$ cat config.mk
export PLATFORM = sky130hd
export DESIGN_NAME = convex_hull_gift_wrap
export DESIGN_NICKNAME = d
export VERILOG_FILES = /design/src/hdl/chgw_pkg.sv /design/src/hdl/chgw_store.sv /design/src/hdl/chgw_front.sv /design/src/hdl/chgw_back.sv /design/src/hdl/convex_hull_gift_wrap.sv
export VERILOG_INCLUDE_DIRS = /design/src /design/src/hdl
export SDC_FILE = /design/constraint.sdc
export NUM_CORES = 2
export LEC_CHECK = 0
export BUFFER_PORTS_ARGS = -buffer_cell sky130_fd_sc_hd__buf_2
export CAP_MARGIN = 20
export CORE_ASPECT_RATIO = 0.6
export CORE_MARGIN = 8
export CORE_UTILIZATION = 35
export DETAILED_ROUTE_END_ITERATION = 7
export SLEW_MARGIN = 20
export SYNTH_ARGS = -nofsm -noshare
export SYNTH_HDL_FRONTEND = slang
export SYNTH_HIERARCHICAL = 1
export SYNTH_SLANG_ARGS = --single-unit
$ cat constraint.sdc
create_clock -name clock -period 8.5 [get_ports clock]
set_input_delay 0.85 -clock clock [delete_from_list [all_inputs] [get_ports clock]]
set_output_delay 0.85 -clock clock [all_outputs]
set_load 0.005 [all_outputs]
$ cat src/hdl/assert_macros.svh
// Assertion macros shared by the hull block RTL.
`ifndef ASSERT_MACROS_SVH
`define ASSERT_MACROS_SVH
`ifndef ASSERT_OFF
// Check that a property holds at every rising clock edge outside reset.
`define ASSERT_HOLDS(label, clk, rst, prop, msg) \
   label: assert property (@(posedge clk) disable iff (rst) (prop)) else $error(msg);
// Check that a boolean condition never occurs outside reset.
`define ASSERT_NEVER(label, clk, rst, cond, msg) \
   label: assert property (@(posedge clk) disable iff (rst) !(cond)) else $error(msg);
`else
`define ASSERT_HOLDS(label, clk, rst, prop, msg)
`define ASSERT_NEVER(label, clk, rst, cond, msg)
`endif
`endif

$ cat src/hdl/chgw_pkg.sv
// Types and constants for the gift wrapping convex hull block.
`timescale 1ns / 1ps
package chgw_pkg;

   localparam int MAX_POINTS_DEF   = 64;
   localparam int MAX_POINTS_LIMIT = 64;
   localparam int MIN_HULL_POINTS  = 3;
   localparam int COORD_W          = 16;
   localparam int DIFF_W           = COORD_W + 1;
   localparam int PROD_W           = 2 * DIFF_W;
   localparam int JOB_CNT_W        = $clog2(MAX_POINTS_LIMIT + 1);
   localparam int QUEUE_DEPTH      = 2;
   localparam int QUEUE_PTR_W      = $clog2(QUEUE_DEPTH);
   localparam int QUEUE_CNT_W      = $clog2(QUEUE_DEPTH + 1);

   localparam logic STATUS_HULL    = 1'b0;
   localparam logic STATUS_TOO_FEW = 1'b1;

   // One incoming point
   typedef struct packed {
      logic signed [COORD_W-1:0] px;
      logic signed [COORD_W-1:0] py;
      logic                      last_point;
   } req_type;

   // One emitted result
   typedef struct packed {
      logic signed [COORD_W-1:0] hull_x;
      logic signed [COORD_W-1:0] hull_y;
      logic                      status;
      logic                      overflowed;
      logic                      end_of_hull;
   } rsp_type;

   // Stored point
   typedef struct packed {
      logic signed [COORD_W-1:0] x;
      logic signed [COORD_W-1:0] y;
   } point_type;

   // Finished set handed from capture to walker
   typedef struct packed {
      logic [JOB_CNT_W-1:0] count;
      logic                 overflowed;
   } job_type;

   // Walker control seen by the capture side
   typedef struct packed {
      logic busy;
      logic job_pop;
   } walk_ctl_type;

   typedef enum logic [3:0] {
      W_IDLE,
      W_FEW,
      W_FIND_RD,
      W_FIND_CMP,
      W_CAND_RD,
      W_CAND_LD,
      W_SCAN_RD,
      W_SCAN_MUL,
      W_SCAN_DEC,
      W_EMIT
   } walk_state_type;

endpackage

$ cat src/hdl/chgw_store.sv
// Point store: one write port, one registered read port.
`timescale 1ns / 1ps
module chgw_store import chgw_pkg::*; #(
   parameter int DEPTH = MAX_POINTS_DEF,
   localparam int AW = $clog2(DEPTH)
) (
   input  logic          clock,
   input  logic          wr_en,
   input  logic [AW-1:0] wr_addr,
   input  point_type     wr_point,
   input  logic [AW-1:0] rd_addr,
   output point_type     rd_point
);

   point_type mem [DEPTH];
   point_type rd_point_ff;

   // Write incoming points
   always_ff @(posedge clock) begin
      if (wr_en) begin
         mem[wr_addr] <= wr_point;
      end
   end

   // Register read data
   always_ff @(posedge clock) begin
      rd_point_ff <= mem[rd_addr];
   end

   assign rd_point = rd_point_ff;

endmodule

$ cat src/hdl/chgw_front.sv
// Capture side: stores points, counts them and queues finished sets.
`timescale 1ns / 1ps
`include "assert_macros.svh"
module chgw_front import chgw_pkg::*; #(
   parameter int MAX_POINTS = MAX_POINTS_DEF,
   localparam int AW = $clog2(MAX_POINTS),
   localparam int CW = $clog2(MAX_POINTS + 1)
) (
   input  logic          clock,
   input  logic          reset,
   input  logic          push,
   output logic          full,
   input  req_type       req_item,
   output logic          store_wr_en,
   output logic [AW-1:0] store_wr_addr,
   output point_type     store_wr_point,
   input  walk_ctl_type  walk,
   output logic          job_valid,
   output job_type       job
);

   logic [CW-1:0]          point_count_ff, point_count_in;
   logic                   overflow_ff, overflow_in;
   job_type                q_mem_ff [QUEUE_DEPTH];
   logic [QUEUE_PTR_W-1:0] q_wr_ptr_ff, q_wr_ptr_in;
   logic [QUEUE_PTR_W-1:0] q_rd_ptr_ff, q_rd_ptr_in;
   logic [QUEUE_CNT_W-1:0] q_count_ff, q_count_in;
   logic                   accept;
   logic                   has_room;
   logic [CW-1:0]          count_after;
   logic                   overflow_after;
   logic                   q_push;

   // Hold off requests while a set waits or is being walked: the store is shared
   assign full     = (q_count_ff != '0) || walk.busy;
   assign accept   = push && !full;
   assign has_room = point_count_ff < CW'(MAX_POINTS);

   assign store_wr_en      = accept && has_room;
   assign store_wr_addr    = point_count_ff[AW-1:0];
   assign store_wr_point.x = req_item.px;
   assign store_wr_point.y = req_item.py;

   assign count_after    = has_room ? point_count_ff + CW'(1) : point_count_ff;
   assign overflow_after = overflow_ff || !has_room;
   assign q_push         = accept && req_item.last_point;

   // Advance the point count, drop points past capacity, clear both on the closing point
   always_comb begin
      point_count_in = point_count_ff;
      overflow_in    = overflow_ff;
      if (accept) begin
         if (req_item.last_point) begin
            point_count_in = '0;
            overflow_in    = 1'b0;
         end else begin
            point_count_in = count_after;
            overflow_in    = overflow_after;
         end
      end
   end

   // Job queue pointers
   always_comb begin
      q_wr_ptr_in = q_push ? q_wr_ptr_ff + QUEUE_PTR_W'(1) : q_wr_ptr_ff;
      q_rd_ptr_in = walk.job_pop ? q_rd_ptr_ff + QUEUE_PTR_W'(1) : q_rd_ptr_ff;
      q_count_in  = q_count_ff;
      if (q_push && !walk.job_pop) begin
         q_count_in = q_count_ff + QUEUE_CNT_W'(1);
      end else if (!q_push && walk.job_pop) begin
         q_count_in = q_count_ff - QUEUE_CNT_W'(1);
      end
   end

   always_ff @(posedge clock) begin
      if (reset) begin
         point_count_ff <= '0;
         overflow_ff    <= 1'b0;
         q_wr_ptr_ff    <= '0;
         q_rd_ptr_ff    <= '0;
         q_count_ff     <= '0;
      end else begin
         point_count_ff <= point_count_in;
         overflow_ff    <= overflow_in;
         q_wr_ptr_ff    <= q_wr_ptr_in;
         q_rd_ptr_ff    <= q_rd_ptr_in;
         q_count_ff     <= q_count_in;
      end
   end

   // Queue entries
   always_ff @(posedge clock) begin
      if (q_push) begin
         q_mem_ff[q_wr_ptr_ff].count      <= JOB_CNT_W'(count_after);
         q_mem_ff[q_wr_ptr_ff].overflowed <= overflow_after;
      end
   end

   assign job_valid = q_count_ff != '0;
   assign job       = q_mem_ff[q_rd_ptr_ff];

   `ASSERT_HOLDS(a_count_in_range, clock, reset, point_count_ff <= CW'(MAX_POINTS), "point count past capacity")
   `ASSERT_NEVER(a_no_accept_busy, clock, reset, accept && walk.busy, "point taken during hull walk")
   `ASSERT_NEVER(a_queue_overrun, clock, reset, q_push && (q_count_ff == QUEUE_CNT_W'(QUEUE_DEPTH)), "job queue overrun")

endmodule

$ cat src/hdl/chgw_back.sv
// Walk side: finds the start point, wraps the hull and emits vertices or a too-few result.
`timescale 1ns / 1ps
`include "assert_macros.svh"
module chgw_back import chgw_pkg::*; #(
   parameter int MAX_POINTS = MAX_POINTS_DEF,
   localparam int AW = $clog2(MAX_POINTS),
   localparam int CW = $clog2(MAX_POINTS + 1)
) (
   input  logic          clock,
   input  logic          reset,
   input  logic          job_valid,
   input  job_type       job,
   output walk_ctl_type  walk,
   output logic [AW-1:0] rd_addr,
   input  point_type     rd_point,
   output logic          empty,
   input  logic          pop,
   output rsp_type       rsp_item
);

   walk_state_type state_ff, state_in;

   logic [CW-1:0]            cnt_ff, cnt_in;
   logic                     ov_ff, ov_in;
   logic [CW-1:0]            k_ff, k_in;
   logic [CW-1:0]            n_ff, n_in;
   logic [AW-1:0]            start_ff, start_in;
   logic [AW-1:0]            cur_ff, cur_in;
   logic [AW-1:0]            cand_ff, cand_in;
   point_type                cur_pt_ff, cur_pt_in;
   point_type                cand_pt_ff, cand_pt_in;
   logic signed [PROD_W-1:0] prod_a_ff, prod_a_in;
   logic signed [PROD_W-1:0] prod_b_ff, prod_b_in;
   logic                     rsp_valid_ff, rsp_valid_in;
   rsp_type                  rsp_ff, rsp_in;

   logic                     rsp_write;
   logic                     slot_free;
   logic                     last_k;
   logic                     take_min;
   logic [AW-1:0]            find_cur;
   logic [AW-1:0]            find_next;
   logic [AW-1:0]            cand_next;
   logic                     hull_end;
   logic                     turn_neg;
   logic [CW-1:0]            job_cnt;
   logic signed [DIFF_W-1:0] dqy, drx, dqx, dry;
   logic signed [PROD_W:0]   det;

   assign job_cnt   = job.count[CW-1:0];
   assign slot_free = !rsp_valid_ff || pop;
   assign last_k    = (k_ff + CW'(1)) == cnt_ff;

   // Leftmost search: strict compare keeps the lowest index on ties
   assign take_min  = (k_ff == '0) || (rd_point.x < cur_pt_ff.x);
   assign find_cur  = take_min ? k_ff[AW-1:0] : cur_ff;
   assign find_next = ((CW'(find_cur) + CW'(1)) == cnt_ff) ? '0 : find_cur + AW'(1);
   assign cand_next = ((CW'(cand_ff) + CW'(1)) == cnt_ff) ? '0 : cand_ff + AW'(1);

   // Walk closes at the start or after as many vertices as points
   assign hull_end  = (cand_ff == start_ff) || ((n_ff + CW'(1)) >= cnt_ff);

   // Orientation of (current, k, candidate)
   assign dqy = DIFF_W'(rd_point.y) - DIFF_W'(cur_pt_ff.y);
   assign drx = DIFF_W'(cand_pt_ff.x) - DIFF_W'(rd_point.x);
   assign dqx = DIFF_W'(rd_point.x) - DIFF_W'(cur_pt_ff.x);
   assign dry = DIFF_W'(cand_pt_ff.y) - DIFF_W'(rd_point.y);
   assign det = (PROD_W+1)'(prod_a_ff) - (PROD_W+1)'(prod_b_ff);
   assign turn_neg = det[PROD_W];

   assign rd_addr = (state_ff == W_CAND_RD) ? cand_ff : k_ff[AW-1:0];

   assign walk.busy    = state_ff != W_IDLE;
   assign walk.job_pop = (state_ff == W_IDLE) && job_valid;

   // Next state
   always_comb begin
      state_in = state_ff;
      unique case (state_ff)
         W_IDLE: begin
            if (job_valid) begin
               state_in = (job_cnt < CW'(MIN_HULL_POINTS)) ? W_FEW : W_FIND_RD;
            end
         end
         W_FEW: begin
            if (slot_free) begin
               state_in = W_IDLE;
            end
         end
         W_FIND_RD:  state_in = W_FIND_CMP;
         W_FIND_CMP: state_in = last_k ? W_CAND_RD : W_FIND_RD;
         W_CAND_RD:  state_in = W_CAND_LD;
         W_CAND_LD:  state_in = W_SCAN_RD;
         W_SCAN_RD:  state_in = W_SCAN_MUL;
         W_SCAN_MUL: state_in = W_SCAN_DEC;
         W_SCAN_DEC: state_in = last_k ? W_EMIT : W_SCAN_RD;
         W_EMIT: begin
            if (slot_free) begin
               state_in = hull_end ? W_IDLE : W_CAND_RD;
            end
         end
         default: state_in = W_IDLE;
      endcase
   end

   // Datapath and result writes
   always_comb begin
      cnt_in     = cnt_ff;
      ov_in      = ov_ff;
      k_in       = k_ff;
      n_in       = n_ff;
      start_in   = start_ff;
      cur_in     = cur_ff;
      cand_in    = cand_ff;
      cur_pt_in  = cur_pt_ff;
      cand_pt_in = cand_pt_ff;
      prod_a_in  = prod_a_ff;
      prod_b_in  = prod_b_ff;
      rsp_write  = 1'b0;
      rsp_in     = rsp_ff;
      unique case (state_ff)
         W_IDLE: begin
            if (job_valid) begin
               cnt_in = job_cnt;
               ov_in  = job.overflowed;
               k_in   = '0;
            end
         end
         W_FEW: begin
            if (slot_free) begin
               rsp_write          = 1'b1;
               rsp_in.hull_x      = '0;
               rsp_in.hull_y      = '0;
               rsp_in.status      = STATUS_TOO_FEW;
               rsp_in.overflowed  = ov_ff;
               rsp_in.end_of_hull = 1'b1;
            end
         end
         W_FIND_RD: begin
         end
         W_FIND_CMP: begin
            if (take_min) begin
               start_in  = k_ff[AW-1:0];
               cur_in    = k_ff[AW-1:0];
               cur_pt_in = rd_point;
            end
            k_in = k_ff + CW'(1);
            if (last_k) begin
               cand_in = find_next;
               n_in    = '0;
            end
         end
         W_CAND_RD: begin
         end
         W_CAND_LD: begin
            cand_pt_in = rd_point;
            k_in       = '0;
         end
         W_SCAN_RD: begin
         end
         W_SCAN_MUL: begin
            prod_a_in = dqy * drx;
            prod_b_in = dqx * dry;
         end
         W_SCAN_DEC: begin
            if (turn_neg) begin
               cand_in    = k_ff[AW-1:0];
               cand_pt_in = rd_point;
            end
            k_in = k_ff + CW'(1);
         end
         W_EMIT: begin
            if (slot_free) begin
               rsp_write          = 1'b1;
               rsp_in.hull_x      = cur_pt_ff.x;
               rsp_in.hull_y      = cur_pt_ff.y;
               rsp_in.status      = STATUS_HULL;
               rsp_in.overflowed  = ov_ff;
               rsp_in.end_of_hull = hull_end;
               n_in               = n_ff + CW'(1);
               cur_in             = cand_ff;
               cur_pt_in          = cand_pt_ff;
               cand_in            = cand_next;
            end
         end
         default: begin
         end
      endcase
   end

   // Output register: hold the result until popped
   assign rsp_valid_in = rsp_write || (rsp_valid_ff && !pop);

   always_ff @(posedge clock) begin
      if (reset) begin
         state_ff     <= W_IDLE;
         rsp_valid_ff <= 1'b0;
      end else begin
         state_ff     <= state_in;
         rsp_valid_ff <= rsp_valid_in;
      end
   end

   always_ff @(posedge clock) begin
      cnt_ff     <= cnt_in;
      ov_ff      <= ov_in;
      k_ff       <= k_in;
      n_ff       <= n_in;
      start_ff   <= start_in;
      cur_ff     <= cur_in;
      cand_ff    <= cand_in;
      cur_pt_ff  <= cur_pt_in;
      cand_pt_ff <= cand_pt_in;
      prod_a_ff  <= prod_a_in;
      prod_b_ff  <= prod_b_in;
      rsp_ff     <= rsp_in;
   end

   assign empty    = !rsp_valid_ff;
   assign rsp_item = rsp_ff;

   `ASSERT_HOLDS(a_scan_index, clock, reset, ((state_ff == W_SCAN_MUL) || (state_ff == W_SCAN_DEC)) |-> (k_ff < cnt_ff), "scan index past point count")
   `ASSERT_HOLDS(a_cand_index, clock, reset, (state_ff == W_SCAN_DEC) |-> (CW'(cand_ff) < cnt_ff), "candidate outside stored points")
   `ASSERT_HOLDS(a_vertex_cap, clock, reset, (state_ff == W_EMIT) |-> (n_ff < cnt_ff), "more vertices than points")
   `ASSERT_NEVER(a_no_overwrite, clock, reset, rsp_write && rsp_valid_ff && !pop, "waiting result overwritten")

endmodule

$ cat src/hdl/convex_hull_gift_wrap.sv
// Convex hull by gift wrapping: top level.
// Usage: write points through push/full/req_item, one request per cycle while
// full is low. The request with last_point set closes the set and starts the
// walk; full stays high until the walk has handed its final result over.
// Results come out of a queue-style port: rsp_item is valid while empty is low
// and is taken with pop. Vertices arrive in walk order, the final one of a set
// with end_of_hull; a set of fewer than three points gives one too-few result.
// Points past MAX_POINTS are dropped and flag every result of that set.
// Walk for a set of N stored points: a leftmost search reads each stored point
// once, then each hull vertex comes from a scan over all N points, each scan
// step reading one stored point through the single store read port, forming
// its two products in two registered 17x17 multipliers and then testing the
// sign of the orientation; the vertex is emitted once its scan is done.
// Reset clears the point count, the job queue and the result register; the
// point store is not cleared, only written entries are ever used.
// When the receiver does not pop, the walk halts at its next result and the
// input side stays full.
`timescale 1ns / 1ps
module convex_hull_gift_wrap import chgw_pkg::*; #(
   parameter int MAX_POINTS = MAX_POINTS_DEF
) (
   input  logic    clock,
   input  logic    reset,
   input  logic    push,
   output logic    full,
   input  req_type req_item,
   output logic    empty,
   input  logic    pop,
   output rsp_type rsp_item
);

   localparam int AW = $clog2(MAX_POINTS);

   logic          store_wr_en;
   logic [AW-1:0] store_wr_addr;
   point_type     store_wr_point;
   logic [AW-1:0] store_rd_addr;
   point_type     store_rd_point;
   walk_ctl_type  walk;
   logic          job_valid;
   job_type       job;

   chgw_store #(
      .DEPTH (MAX_POINTS)
   ) u_store (
      .clock    (clock),
      .wr_en    (store_wr_en),
      .wr_addr  (store_wr_addr),
      .wr_point (store_wr_point),
      .rd_addr  (store_rd_addr),
      .rd_point (store_rd_point)
   );

   chgw_front #(
      .MAX_POINTS (MAX_POINTS)
   ) u_front (
      .clock          (clock),
      .reset          (reset),
      .push           (push),
      .full           (full),
      .req_item       (req_item),
      .store_wr_en    (store_wr_en),
      .store_wr_addr  (store_wr_addr),
      .store_wr_point (store_wr_point),
      .walk           (walk),
      .job_valid      (job_valid),
      .job            (job)
   );

   chgw_back #(
      .MAX_POINTS (MAX_POINTS)
   ) u_back (
      .clock     (clock),
      .reset     (reset),
      .job_valid (job_valid),
      .job       (job),
      .walk      (walk),
      .rd_addr   (store_rd_addr),
      .rd_point  (store_rd_point),
      .empty     (empty),
      .pop       (pop),
      .rsp_item  (rsp_item)
   );

endmodule

After elaboration in Yosys (flattened, before gate mapping)
Memories as Yosys holds them, arrays and structs flattened. A register that Yosys moved wholly into a read port is not among the register bits. Index checks and enable logic that the tools add are counted.

Output and inout port bits: 37. Register bits after elaboration: 224. Word-level logic and storage cells: 153. Memories kept: 2. Input port bits: 37. RAM bits: 2064.

Reductions and logical operators: 41. Multiplexer cells: 44. Add/subtract/negate cells: 16. $lt $le $gt $ge: 4. Multiply operators: 2. Equal/unequal tests: 19.

Memories: u_store.mem (depth 64, bits a word 32, rd ports 1, clocked after Yosys merged registers in 1, write ports 1, RTL line chgw_store.sv:15) `point_type mem [DEPTH];`; u_front.q_mem_ff (depth 2, bits a word 8, rd ports 1, clocked after Yosys merged registers in 1, write ports 1, RTL line chgw_front.sv:24) `job_type q_mem_ff [QUEUE_DEPTH];`.

Operators with widths (number): 32-bit one-hot mux with 2 select lines (2); 32-bit 2-to-1 mux (3); 35-bit 2-to-1 mux (2); 35-bit one-hot mux with 2 select lines (1); 17-bit by 17-bit multiplier with 34-bit output (2); 16-bit by 16-bit subtractor with 17-bit output (4); 6-bit 2-to-1 mux (8); 4-bit one-hot mux with 10 select lines (1); 7-bit 2-to-1 mux (5); 34-bit by 34-bit subtractor with 35-bit output (1); 7-bit by 1-bit adder with 7-bit output (second input constant) (3); 7-bit equality test (3); 7-bit one-hot mux with 3 select lines (1); 6-bit one-hot mux with 3 select lines (1); 4-bit by 3-bit equality test with 1-bit output (second input constant) (4); 16-bit less-than comparator (1); 4-bit 2-to-1 mux (4); 6-bit by 1-bit adder with 7-bit output (second input constant) (2); 7-bit one-hot mux with 2 select lines (1); 6-bit by 1-bit adder with 6-bit output (second input constant) (2); 2-bit by 1-bit != test with 1-bit output (second input constant) (6); 6-bit one-hot mux with 2 select lines (1); 3-bit AND reduction (4); 2-bit AND reduction (5); 23 further kinds (59).

Longest topological paths before layout
Depth in word-level cells: 9. Gate-level depth with buffers: 37. Mapped depth without buffers: 36.

Modules after synthesis
The synthesis kept the hierarchy.

By module, submodules not included: chgw_store (times used 1, sequential area each 62139.6 µm², cells an instance 3324, area each 78515.3 µm²); chgw_back (times used 1, sequential area each 6316.1 µm², cells an instance 3556, area each 34021.4 µm²); chgw_front (times used 1, sequential area each 740.7 µm², cells an instance 146, area each 1557.7 µm²).

Worst setup path before layout
No wires, ideal clock.

Kind: reg-to-reg. Start: register u_store/rd_point[0] (netlist name). End: register u_back.prod_a_ff[33] (data pin). Library setup time: 0.270 ns. Cell stages (with the launch flop): 36. Clock period less this slack: 8.312 ns. Buffers on the path: 1. Setup slack: 0.188 ns. Arrival time: 8.043 ns. Required time: 8.230 ns. Cell sequence: dfxtp_1 inv_1 ha_1 fa_1 nand2b_1 a21boi_0 o21ai_0 a21boi_1 o21a_1 o21a_1 nor2_1 xnor2_1 clkbuf_1 nand2_1 fa_1 inv_1 fa_1 inv_1 fa_1 inv_1 fa_1 inv_1 fa_1 inv_1 fa_1 ha_1 a21o_1 a21o_1 a2111oi_0 nor2_1 a41oi_1 a211oi_1 nor3_1 o31ai_1 a2111oi_0 nor3b_1.

Cells in the longest elaborated chain, start to end: 2.

RTL lines: 16-bit by 16-bit subtractor with 17-bit output (RTL line chgw_back.sv:64) `assign dqy = DIFF_W'(rd_point.y) - DIFF_W'(cur_pt_ff.y);`; 17-bit by 17-bit multiplier with 34-bit output (RTL line chgw_back.sv:162) `prod_a_in = dqy * drx;`; to (signal assigned) (RTL line chgw_back.sv:214) `prod_a_ff <= prod_a_in;`; to (decl) (RTL line chgw_back.sv:32) `logic signed [PROD_W-1:0] prod_a_ff, prod_a_in;`.

Every way passes these cells. A chain may end at the register's enable or synchronous reset.

Worst setup path after layout
Start: register u_back/cand_pt_ff[0] (netlist bit). End: register u_back.prod_b_ff[31] (data pin).

Cells in the longest elaborated chain, start to end: 2.

RTL lines: from (decl) (RTL line chgw_back.sv:31) `point_type cand_pt_ff, cand_pt_in;`; from (signal assigned) (RTL line chgw_back.sv:213) `cand_pt_ff <= cand_pt_in;`; 16-bit by 16-bit subtractor with 17-bit output (RTL line chgw_back.sv:67) `assign dry = DIFF_W'(cand_pt_ff.y) - DIFF_W'(rd_point.y);`; 17-bit by 17-bit multiplier with 34-bit output (RTL line chgw_back.sv:163) `prod_b_in = dqx * dry;`; to (signal assigned) (RTL line chgw_back.sv:215) `prod_b_ff <= prod_b_in;`; to (decl) (RTL line chgw_back.sv:33) `logic signed [PROD_W-1:0] prod_b_ff, prod_b_in;`.

Every way passes these cells.

==> results_dict.tcl <==
set metrics [dict create \
    grt_pass1_wl_mm 462 \
    synth.area.top_cells "edfxtp_1, mux4_2, fa_1, ha_1, inv_1" \
    outcome "finished clean" \
    grt_pass1_vias 64200 \
    hold_depth 1 \
    rsz0062_at_grt "yes" \
    cts_tree "done" \
    syn_avg_cell_area_sq_um 16.2 \
    fmax_mhz 119 \
    drive_above_1_share 0.220 \
    grt_max_degree 98 \
    setup.worst_path.start_class "register" \
    crit_family "adder cells" \
    synthToLayoutAreaGrowth_pct 14.3 \
    synth_nets 7941 \
    maxSlewViolCount 0 \
    critPathMaxStageDelay_ns 0.55 \
    clk_pin_slew_ns 0.06 \
    htreeDepth 4 \
    fin_area_sq_mm 0.130 \
    crit_top_cell "fa_1" \
    synth_ff_type "edfxtp_1" \
    path_buf_inv 7 \
    cpMaxStageDelayCell "fa_1" \
    first_iter_violations 7669 \
    async_flop_share 0 \
    yosys.area.top_type "edfxtp_1" \
    globalplace.congestion 0.926 \
    multiInputGateArea_sq_mm 0.0419 \
    synth_top_area_share 0.598 \
    netlist_area_sq_mm 0.114 \
    final.period_utilization 0.985 \
    synth_cell_types 101 \
    fp.coreArea_sq_mm 0.325 \
    hold_viol 0 \
    final_net_count 8377 \
    relSlewSlack 0.237 \
    clock_tree.buffer_depth 4 \
    track_usage 0.181 \
    finalSetupViolCount 0 \
    start_util 0.352 \
    overflow 0 \
    io_pins 74 \
    synth_edf_count 2271 \
    critical_path_required_ns 9.05 \
    period_minus_slack_ns 8.37 \
    hp-class "in -> reg" \
    cp.arrival_ns 8.92 \
    wl_per_cell_um 26.7 \
    reg2reg_from "u_back/cand_pt_ff[0]$_DFFE_PP_" \
    whs_endpoint "u_store/mem[47][5]$_DFFE_PP_" \
    num-fill-cells 29100 \
    worstMarginPinSlew_ns 1.14 \
    seqCellArea_sq_mm 0.0692 \
    min_from "req_item[6]" \
    cap_violations 0 \
    crit_type "reg -> reg" \
    fp.dieH_um 458 \
    placed_cell_area_sq_mm 0.122 \
    reg2regPathDepth 36 \
    wl_mm 319 \
    fp.dieArea_sq_mm 0.345 \
    die_w_um 753 \
    yosysWarnings 6 \
    cts_hold_buf 0 \
    dp_hpwl_mm 211 \
    cp-end-kind "register" \
    synth_seq_cells 2321 \
    root_buffer "clkbuf_16" \
    num_rows 162 \
    cts_sinks 2321 \
    dr_total_vias 64700 \
    insertion_delay_ns 0.89 \
    drc_errors 0 \
    io_buffers 73 \
    worstReg2RegEnd "u_back/prod_b_ff[31]$_DFFE_PN_" \
    postRouteAntennaNets 0 \
    cts_buffers 213 \
    clock-skew-final_ns 0.0907 \
    seq_area_frac_synth 0.606 \
    firstDrtPassIters 5 \
    synth_cells 7026 \
    rrSetupSlack_ns 0.13 \
    antenna_found_initial 11 \
    worstPathMaxFanout 5 \
    via_per_inst 5.40 \
]
==> per-layer routing <==
metal | share of wire | track usage
met1 | 0.47 | 0.295
met2 | 0.40 | 0.244
met3 | 0.11 | 0.0417
met4 | 0.016 | 0.0299
met5 | 0.000041 | 0
==> logic make-up after synthesis <==
group	share of synthesized area
DFF	0.606
xor gates and xnor gates	0.0145
muxes	0.118
AOI/OAI and AO/OA	0.0346
adders and majority gates	0.136
and+or+nand+nor	0.0532
buffers and inverters	0.0381
==> registers in the layout, indices dropped and copies added (netlist names), 2 cells and up, named ones only <==
name and cells:
u_front/point_count_ff 7, u_store/mem 2048, u_back/cand_pt_ff 32, u_back/state_ff 4, u_back/cand_ff 6, u_front/q_count_ff 2
u_back/rsp_item 35, u_front/q_mem_ff 16, u_back/cnt_ff 7, u_store/rd_point 32, u_back/n_ff 7, u_back/prod_a_ff 34
u_back/cur_ff 6, u_back/prod_b_ff 34, u_back/cur_pt_ff 32, u_back/k_ff 7, u_back/start_ff 6
==> what timing repair did <==
action,4_1_cts,5_1_grt
hold endpoints to repair,0,0
gates cloned,1,0
resized for setup,39,149
pin swaps,24,108
setup endpoints to repair,13,24
setup buffers,17,38
==> synth_stat cells, types with 31 or more instances <==
library cell	n
xnor2_1	131
inv_1	713
nor3_1	47
nand2_1	423
buf_4	64
dfxtp_1	50
o22ai_1	86
a21o_1	51
mux4_2	544
buf_2	63
ha_1	282
fa_1	596
nand3_1	62
nor2_1	477
nor2b_1	73
and2_1	62
o21ai_0	80
mux2i_1	101
edfxtp_1	2271
a21oi_1	159
nand2b_1	58
clkbuf_1	168
o221ai_1	31
xor2_1	58
==> cell usage in the layout, fill, tap and decap left out, types with 36 or more instances in the layout <==
master,instances
a21oi_1,144
buf_4,455
nand3_1,61
dfxtp_1,47
xnor2_1,118
buf_2,55
inv_1,696
nand2b_1,55
clkbuf_16,214
nor3_1,38
clkbuf_1,36
ha_1,266
a21o_1,51
nor2_1,408
clkinv_2,44
o21ai_0,72
o22ai_1,86
nor2_4,65
xor2_1,57
fa_1,577
mux4_2,544
edfxtp_1,2271
and2_1,62
mux2i_1,101
nand2_1,418
nor2b_1,71
==> through the flow <==
stage	cells	utilization	setup WS, ns	setup TNS [ns]	hold slack, ns
finish	12000	0.402	0.128	0	0.406
global route	12000	0.402	-0.199	-0.918	0.388
CTS	11900	0.399	-0.00202	-0.00202	0.403
detailed placement	11500	0.377	-0.278	-1.14	0.408
global placement	11500	0.377	-0.527	-1.83	0.414
floorplan	7026	-	0.188	0	0.400
==> worst max-delay path by stage <==
stage               depth (start not counted)                              to                           start
global placement                           35  u_back/prod_a_ff[33]$_DFFE_PN_     u_store/rd_point[0]$_DFF_P_
detailed placement                         37  u_back/prod_a_ff[32]$_DFFE_PN_     u_store/rd_point[0]$_DFF_P_
global route                               35  u_back/prod_b_ff[31]$_DFFE_PN_  u_back/cand_pt_ff[0]$_DFFE_PP_
floorplan                                  35  u_back/prod_a_ff[33]$_DFFE_PN_     u_store/rd_point[0]$_DFF_P_
finish                                     36  u_back/prod_b_ff[31]$_DFFE_PN_  u_back/cand_pt_ff[0]$_DFFE_PP_
CTS                                        37  u_back/prod_a_ff[32]$_DFFE_PN_     u_store/rd_point[0]$_DFF_P_
==> final cells by class <==
cell class	instances	share of cell area
Tap cell	4346	0.0417
Antenna cell	2	0.0000384
Multi-Input combinational cell	3662	0.321
Clock buffer	251	0.0422
Inverter	713	0.0205
Sequential cell	2321	0.531
Clock inverter	126	0.00984
Timing Repair Buffer	551	0.0337
Power is left out: the tool's default activity adds up to more than one toggle a clock period on the data nets, which glitch-free logic cannot reach.
